===== config.mk =====
export PLATFORM = sky130hd
export DESIGN_NAME = bresenham_line_rasterizer
export DESIGN_NICKNAME = d
export VERILOG_FILES = /design/src/rtl/core/blr_pkg.sv /design/src/rtl/core/blr_ctrl.sv /design/src/rtl/core/blr_datapath.sv /design/src/rtl/core/bresenham_line_rasterizer.sv
export SDC_FILE = /design/constraint.sdc
export NUM_CORES = 1
export LEC_CHECK = 0
export ABC_AREA = 1
export BUFFER_PORTS_ARGS = -buffer_cell sky130_fd_sc_hd__buf_2
export CAP_MARGIN = 20
export CORE_UTILIZATION = 50
export DETAILED_ROUTE_END_ITERATION = 8
export PLACE_DENSITY = 0.82
export SYNTH_ARGS = -nofsm -noshare
export SYNTH_HDL_FRONTEND = slang
export SYNTH_HIERARCHICAL = 1
export SYNTH_SLANG_ARGS = --single-unit
export TNS_END_PERCENT = 50

===== constraint.sdc =====
create_clock -name aclk -period 14.5 [get_ports aclk]
set_input_delay 0.725 -clock aclk [delete_from_list [all_inputs] [get_ports aclk]]
set_output_delay 0.725 -clock aclk [all_outputs]
set_load 0.02 [all_outputs]

===== src/rtl/core/blr_pkg.sv =====
// ----------------------------------------------------------------------------
// blr_pkg
// Shared constants and types of the line rasterizer: field widths, the
// controller states and the command and status groups that join the
// controller and the datapath.
// ----------------------------------------------------------------------------
`default_nettype none

package blr_pkg;

    localparam int FIELD_BITS          = 6;
    localparam int COLOR_BITS          = 32;
    localparam int COORD_BITS_DEFAULT  = 6;

    typedef enum logic [0:0] {
        ST_IDLE,
        ST_DRAW
    } blr_state_t;

    typedef struct packed {
        logic load;
        logic emit;
    } blr_cmd_t;

    typedef struct packed {
        logic at_end;
    } blr_status_t;

endpackage

`default_nettype wire


===== src/rtl/core/blr_ctrl.sv =====
// ----------------------------------------------------------------------------
// blr_ctrl
// Controller of the line rasterizer: accepts a line request while idle,
// steps the datapath one pixel per free output slot and owns the valid
// flag of the output register.
// ----------------------------------------------------------------------------
`default_nettype none

module blr_ctrl
    import blr_pkg::*;
(
    input  wire logic        aclk,
    input  wire logic        aresetn,
    input  wire logic        s_valid,
    output logic             s_ready,
    output logic             m_valid,
    input  wire logic        m_ready,
    output blr_cmd_t         cmd,
    input  wire blr_status_t status
);

    blr_state_t state_reg;
    blr_state_t state_next;
    logic       m_valid_reg;
    logic       m_valid_next;

    always_ff @(posedge aclk) begin
        if (!aresetn) begin
            state_reg   <= ST_IDLE;
            m_valid_reg <= 1'b0;
        end else begin
            state_reg   <= state_next;
            m_valid_reg <= m_valid_next;
        end
    end

    always_comb begin
        state_next   = state_reg;
        s_ready      = 1'b0;
        cmd.load     = 1'b0;
        cmd.emit     = 1'b0;
        m_valid_next = m_valid_reg && !m_ready;
        case (state_reg)
            ST_IDLE: begin
                s_ready  = 1'b1;
                cmd.load = s_valid;
                if (s_valid) begin
                    state_next = ST_DRAW;
                end
            end
            ST_DRAW: begin
                if (!m_valid_reg || m_ready) begin
                    cmd.emit     = 1'b1;
                    m_valid_next = 1'b1;
                    if (status.at_end) begin
                        state_next = ST_IDLE;
                    end
                end
            end
            default: begin
                state_next = ST_IDLE;
            end
        endcase
    end

    assign m_valid = m_valid_reg;

    a_last_returns_idle: assert property (@(posedge aclk) disable iff (!aresetn)
        (cmd.emit && status.at_end) |=> (state_reg == ST_IDLE))
        else $error("controller did not return to idle after the last pixel");

    a_load_starts_draw: assert property (@(posedge aclk) disable iff (!aresetn)
        cmd.load |=> (state_reg == ST_DRAW))
        else $error("accepted request did not start drawing");

    a_emit_fills_output: assert property (@(posedge aclk) disable iff (!aresetn)
        cmd.emit |=> m_valid_reg)
        else $error("emitted pixel not presented on the output");

endmodule

`default_nettype wire


===== src/rtl/core/blr_datapath.sv =====
// ----------------------------------------------------------------------------
// blr_datapath
// Datapath of the line rasterizer: line setup (axis swap, endpoint order,
// spans, initial decision value), the per-pixel Bresenham step and the
// output pixel register.
// ----------------------------------------------------------------------------
`default_nettype none

module blr_datapath
    import blr_pkg::*;
#(
    parameter int COORD_BITS = COORD_BITS_DEFAULT
)
(
    input  wire logic                  aclk,
    input  wire logic                  aresetn,
    input  wire blr_cmd_t              cmd,
    output blr_status_t                status,
    input  wire logic [FIELD_BITS-1:0] s_start_x,
    input  wire logic [FIELD_BITS-1:0] s_start_y,
    input  wire logic [FIELD_BITS-1:0] s_end_x,
    input  wire logic [FIELD_BITS-1:0] s_end_y,
    input  wire logic [COLOR_BITS-1:0] s_line_color,
    output logic [FIELD_BITS-1:0]      m_pixel_x,
    output logic [FIELD_BITS-1:0]      m_pixel_y,
    output logic [COLOR_BITS-1:0]      m_pixel_color,
    output logic                       m_last_pixel
);

    localparam int W  = COORD_BITS;
    localparam int DW = COORD_BITS + 3;

    logic [W-1:0]          major_pos_reg,  major_pos_next;
    logic [W-1:0]          minor_pos_reg,  minor_pos_next;
    logic [W-1:0]          major_end_reg,  major_end_next;
    logic [DW-1:0]         decision_reg,   decision_next;
    logic [W-1:0]          major_span_reg, major_span_next;
    logic [W-1:0]          minor_span_reg, minor_span_next;
    logic                  swapped_reg,    swapped_next;
    logic                  down_reg,       down_next;
    logic [COLOR_BITS-1:0] color_reg,      color_next;
    logic [FIELD_BITS-1:0] px_reg,         px_next;
    logic [FIELD_BITS-1:0] py_reg,         py_next;
    logic [COLOR_BITS-1:0] pcolor_reg,     pcolor_next;
    logic                  plast_reg,      plast_next;

    logic [W-1:0]  x0, y0, x1, y1;
    logic [W-1:0]  adx, ady;
    logic          steep;
    logic [W-1:0]  a0, b0, a1, b1;
    logic          flip;
    logic [W-1:0]  lo_a, lo_b, hi_a, hi_b;
    logic          new_down;
    logic [W-1:0]  new_minor_span;
    logic [W-1:0]  new_major_span;
    logic [DW-1:0] two_minor, two_major;
    logic          positive;

    always_ff @(posedge aclk) begin
        if (!aresetn) begin
            major_pos_reg  <= '0;
            minor_pos_reg  <= '0;
            major_end_reg  <= '0;
            decision_reg   <= '0;
            major_span_reg <= '0;
            minor_span_reg <= '0;
            swapped_reg    <= 1'b0;
            down_reg       <= 1'b0;
            color_reg      <= '0;
            px_reg         <= '0;
            py_reg         <= '0;
            pcolor_reg     <= '0;
            plast_reg      <= 1'b0;
        end else begin
            major_pos_reg  <= major_pos_next;
            minor_pos_reg  <= minor_pos_next;
            major_end_reg  <= major_end_next;
            decision_reg   <= decision_next;
            major_span_reg <= major_span_next;
            minor_span_reg <= minor_span_next;
            swapped_reg    <= swapped_next;
            down_reg       <= down_next;
            color_reg      <= color_next;
            px_reg         <= px_next;
            py_reg         <= py_next;
            pcolor_reg     <= pcolor_next;
            plast_reg      <= plast_next;
        end
    end

    // line setup from the request
    always_comb begin
        x0 = s_start_x[W-1:0];
        y0 = s_start_y[W-1:0];
        x1 = s_end_x[W-1:0];
        y1 = s_end_y[W-1:0];
        adx = (x1 > x0) ? (x1 - x0) : (x0 - x1);
        ady = (y1 > y0) ? (y1 - y0) : (y0 - y1);
        steep = ady > adx;
        a0 = steep ? y0 : x0;
        b0 = steep ? x0 : y0;
        a1 = steep ? y1 : x1;
        b1 = steep ? x1 : y1;
        flip = a0 > a1;
        lo_a = flip ? a1 : a0;
        lo_b = flip ? b1 : b0;
        hi_a = flip ? a0 : a1;
        hi_b = flip ? b0 : b1;
        new_major_span = hi_a - lo_a;
        new_down       = hi_b < lo_b;
        new_minor_span = new_down ? (lo_b - hi_b) : (hi_b - lo_b);
    end

    assign two_minor     = DW'({minor_span_reg, 1'b0});
    assign two_major     = DW'({major_span_reg, 1'b0});
    assign positive      = !decision_reg[DW-1] && (|decision_reg);
    assign status.at_end = major_pos_reg == major_end_reg;

    always_comb begin
        major_pos_next  = major_pos_reg;
        minor_pos_next  = minor_pos_reg;
        major_end_next  = major_end_reg;
        decision_next   = decision_reg;
        major_span_next = major_span_reg;
        minor_span_next = minor_span_reg;
        swapped_next    = swapped_reg;
        down_next       = down_reg;
        color_next      = color_reg;
        px_next         = px_reg;
        py_next         = py_reg;
        pcolor_next     = pcolor_reg;
        plast_next      = plast_reg;
        if (cmd.load) begin
            major_pos_next  = lo_a;
            minor_pos_next  = lo_b;
            major_end_next  = hi_a;
            major_span_next = new_major_span;
            minor_span_next = new_minor_span;
            swapped_next    = steep;
            down_next       = new_down;
            color_next      = s_line_color;
            decision_next   = DW'({new_minor_span, 1'b0}) - DW'(new_major_span);
        end else if (cmd.emit) begin
            px_next     = FIELD_BITS'(swapped_reg ? minor_pos_reg : major_pos_reg);
            py_next     = FIELD_BITS'(swapped_reg ? major_pos_reg : minor_pos_reg);
            pcolor_next = color_reg;
            plast_next  = status.at_end;
            if (!status.at_end) begin
                major_pos_next = major_pos_reg + W'(1);
                if (positive) begin
                    minor_pos_next = down_reg ? (minor_pos_reg - W'(1))
                                              : (minor_pos_reg + W'(1));
                    decision_next  = decision_reg + two_minor - two_major;
                end else begin
                    decision_next  = decision_reg + two_minor;
                end
            end
        end
    end

    assign m_pixel_x     = px_reg;
    assign m_pixel_y     = py_reg;
    assign m_pixel_color = pcolor_reg;
    assign m_last_pixel  = plast_reg;

    a_major_in_range: assert property (@(posedge aclk) disable iff (!aresetn)
        cmd.emit |-> (major_pos_reg <= major_end_reg))
        else $error("major position ran past the line end");

    a_major_steps: assert property (@(posedge aclk) disable iff (!aresetn)
        (cmd.emit && !status.at_end) |=>
            (major_pos_reg == $past(major_pos_reg) + W'(1)))
        else $error("major axis did not advance by one");

    a_decision_bound: assert property (@(posedge aclk) disable iff (!aresetn)
        cmd.emit |-> ($signed(decision_reg) <= $signed(two_minor)))
        else $error("decision value above twice the minor span");

endmodule

`default_nettype wire


===== src/rtl/core/bresenham_line_rasterizer.sv =====
// ----------------------------------------------------------------------------
// bresenham_line_rasterizer
// Top level of the Bresenham line rasterizer: controller plus datapath.
// ----------------------------------------------------------------------------
// A line request (two endpoints and a color) is taken while the block is
// idle. The line is walked along its major axis, both endpoints included,
// and each pixel leaves as one beat with its coordinates, the request color
// and last_pixel set on the final one. The datapath steps one pixel per
// cycle unless the output stalls; a line has 1 to 2**COORD_BITS pixels.
// The next request is accepted as soon as the last pixel sits in the
// output register. Coordinates use the low COORD_BITS bits.
// ----------------------------------------------------------------------------
`default_nettype none

module bresenham_line_rasterizer
    import blr_pkg::*;
#(
    parameter int COORD_BITS = COORD_BITS_DEFAULT
)
(
    input  wire logic                  aclk,
    input  wire logic                  aresetn,
    input  wire logic                  s_valid,
    output logic                       s_ready,
    input  wire logic [FIELD_BITS-1:0] s_start_x,
    input  wire logic [FIELD_BITS-1:0] s_start_y,
    input  wire logic [FIELD_BITS-1:0] s_end_x,
    input  wire logic [FIELD_BITS-1:0] s_end_y,
    input  wire logic [COLOR_BITS-1:0] s_line_color,
    output logic                       m_valid,
    input  wire logic                  m_ready,
    output logic [FIELD_BITS-1:0]      m_pixel_x,
    output logic [FIELD_BITS-1:0]      m_pixel_y,
    output logic [COLOR_BITS-1:0]      m_pixel_color,
    output logic                       m_last_pixel
);

    blr_cmd_t    cmd;
    blr_status_t status;

    blr_ctrl u_ctrl (
        .aclk    (aclk),
        .aresetn (aresetn),
        .s_valid (s_valid),
        .s_ready (s_ready),
        .m_valid (m_valid),
        .m_ready (m_ready),
        .cmd     (cmd),
        .status  (status)
    );

    blr_datapath #(
        .COORD_BITS (COORD_BITS)
    ) u_datapath (
        .aclk          (aclk),
        .aresetn       (aresetn),
        .cmd           (cmd),
        .status        (status),
        .s_start_x     (s_start_x),
        .s_start_y     (s_start_y),
        .s_end_x       (s_end_x),
        .s_end_y       (s_end_y),
        .s_line_color  (s_line_color),
        .m_pixel_x     (m_pixel_x),
        .m_pixel_y     (m_pixel_y),
        .m_pixel_color (m_pixel_color),
        .m_last_pixel  (m_last_pixel)
    );

endmodule

`default_nettype wire


==> key figures <==
CTS
  • Clock slew at reported path FFs: 0.06 ns
  • Skew-Pair Late Insertion Delay: 0.42 ns
  • Clk sink count: 120
  • PostCTS Resize Cnt: 0
  • Hold Buf Count CTS: 0
  • CTS Buf Count: 17
  • Clk buf depth: 2
  • Htree depth: 4
  • CTS tree: yes
  • Clock Root Buffer: clkbuf_16
  • Post-CTS Setup Inserts: 0

Synth
  • Synth top area cells: dfxtp_1 30%, o21ai_0 10%, ha_1 9.5%, nand2_1 8.9%, inv_1 7.4%
  • Dominant synthesized flop cell: dfxtp_1
  • Area of the mapped netlist: 8060 um2
  • Ys Warns: 6
  • Cell count after synthesis: 1159
  • Top-count cell post-synth: nand2_1
  • Number of synthesized flops with an enable pin: 0
  • Post-synthesis async set-or-reset flop share: 0%
  • Syn_nets: 1290
  • Synth area leader: dfxtp_1
  • Yosys reg bits: 120
  • Sequential area share after synthesis: 29.8%
  • Syn Area/Cell: 6.95 um2
  • Synth top area share: 29.8%
  • List of most frequent post-synthesis cells: 192 x nand2_1, 161 x o21ai_0, 158 x inv_1, 120 x dfxtp_1, 119 x nor2_1
  • Synth unique cells: 48

Global route
  • Gr busiest metal: met2
  • Largest net degree at the start of global routing: 104
  • Initial antenna violation count: 0
  • GR Layer Usage met2: 42.3%
  • Grt met1 use: 33.1%
  • Met3 Use GR: 4.49%
  • Gr ovfl total: 0
  • Number of global-route vias before repair: 7122
  • GR Util All Layers: 25.5%
  • First-pass GRT wire length: 33700 um

Placed design
  • Final HPWL DP: 15000 um
  • Port Buffer Count: 106
  • Post-Place Cell Area: 8710 um2
  • GPL Wtd Cong: 0.980

Floorplanning
  • Die area: 16600 um2
  • IO Count: 107
  • Starting density of the core: 50.9%
  • Die X: 129 um
  • FP Rows: 46
  • Core area: 15800 um2
  • Die height: 129 um

STA
  • Final hold viol count: 0
  • Measured slew at the worst slew-check pin: 0.882 ns
  • # setup viols final: 0
  • F_max: 118 MHz
  • Final TNS setup: 0 ns
  • Final Skew: 0.00962 ns
  • Relative slew slack: 41.2%
  • Fin. max-slew vios: 0
  • Final min period: 8.50 ns
  • Unrepaired setup endpoints after global routing: false
  • Fin crit share: 58.6%

Critical path
  • CP Class: in -> reg
  • Crit path capture type: flop
  • Worst EP arrival: 8.86 ns
  • Data required, critical path: 14.86 ns
  • CP startpoint kind: input pin
  • R2R Setup Slk: 11.38 ns
  • CP max stage delay: 0.49 ns
  • Crit-path slowest cell: fa_1
  • RR Endpoint: u_datapath/decision_reg[8]
  • Crit path launch: s_end_y[0]
  • Largest fanout on the critical path: 49
  • R2R Path Start: u_datapath/decision_reg[1]
  • Worst-case reg-to-reg path depth: 21
  • Critical path destination: u_datapath/decision_reg[5]

Routing
  • Vias after detailed routing: 7876
  • DRT Pass-1 Iters: 5
  • Routed len/inst: 14.4 um
  • Drt drc: 0
  • Antenna-violating nets left: 0
  • Drt total wl: 21200 um
  • Vias/cell: 5.35
  • DR iter-0 viols: 625

Cells and area
  • Fin area: 9310 um2
  • Fin nets: 1374
  • Area Overhead vs Synth: 15.5%
  • Layout cell share with drive strength beyond 1: 15.4%
  • N_diodes: 0

Outcome
  • Status: finished clean

Job
  • Max Cap Violations: 0

Worst hold path
  • HP Class: reg -> reg
[layout by cell type, fill, tap and decap left out, types with 17 or more instances in the layout]
cell and count:
a21oi_1 109, clkbuf_16 17, nor2_1 118, ha_1 61
inv_1 158, dfxtp_1 120, nand2_1 192, nand3_1 39
xor2_1 18, buf_2 106, o21ai_0 161
[worst min path at each step]
stage	depth (start not counted)	start	slack (ns)	endpoint
final	2	u_datapath/color_reg[14]	0.46	u_datapath/color_reg[14]
after global routing	2	u_datapath/color_reg[14]	0.48	u_datapath/color_reg[14]
after CTS	2	u_datapath/color_reg[14]	0.47	u_datapath/color_reg[14]
after detailed placement	2	u_datapath/color_reg[14]	0.45	u_datapath/color_reg[14]
after global placement	2	u_datapath/color_reg[17]	0.44	u_datapath/color_reg[17]
after floorplan	2	u_datapath/color_reg[10]	0.44	u_datapath/color_reg[10]
[metrics by stage]
stage          util, %  hold slack [ns]  cells  worst slack [ns]
3_3_place_gp      55.0            0.444   1439              6.10
6_report          58.8            0.462   1472              6.00
3_5_place_dp      55.0            0.451   1439              5.71
4_1_cts           58.7            0.465   1471              6.12
5_1_grt           58.8            0.479   1472              5.39
2_1_floorplan        -            0.436   1159              5.92
[worst max-delay path, delay by kind of cell]
kind            cells  cell delay, ns
compound gates      9            2.14
buf+inv             8            0.72
fa+ha+maj           6            2.05
mux                 2            0.63
xor+xnor            1            0.17
simple gates       22            2.41
[layout make-up]
class / count / area, um2
fill: 1372 / 6520
multi-input combinational: 830 / 4860
sequential: 120 / 2400
inverter: 162 / 608
timing repair buffer: 112 / 588
clock buffer: 17 / 425
tap: 216 / 270
clock inverter: 15 / 154
[cells by family after synthesis]
| group | share of synthesized area, % |
|---|---|
| AO/OA/AOI/OAI | 21.6 |
| XOR/XNOR | 3.04 |
| adder cells (fa/ha/maj) | 12.0 |
| buffers and inverters | 10.1 |
| flip-flops | 29.8 |
| multiplexers | 1.26 |
| AND/OR/NAND/NOR | 22.3 |
[layer usage]
metal / up-vias / wire length, um
met5: - / 0
met2: 287 / 9860
li1: 3963 / -
met1: 3586 / 9540
met4: 0 / 536
met3: 40 / 1210
Power is left out: the tool's default activity adds up to more than one toggle a clock period on the data nets, which glitch-free logic cannot reach.
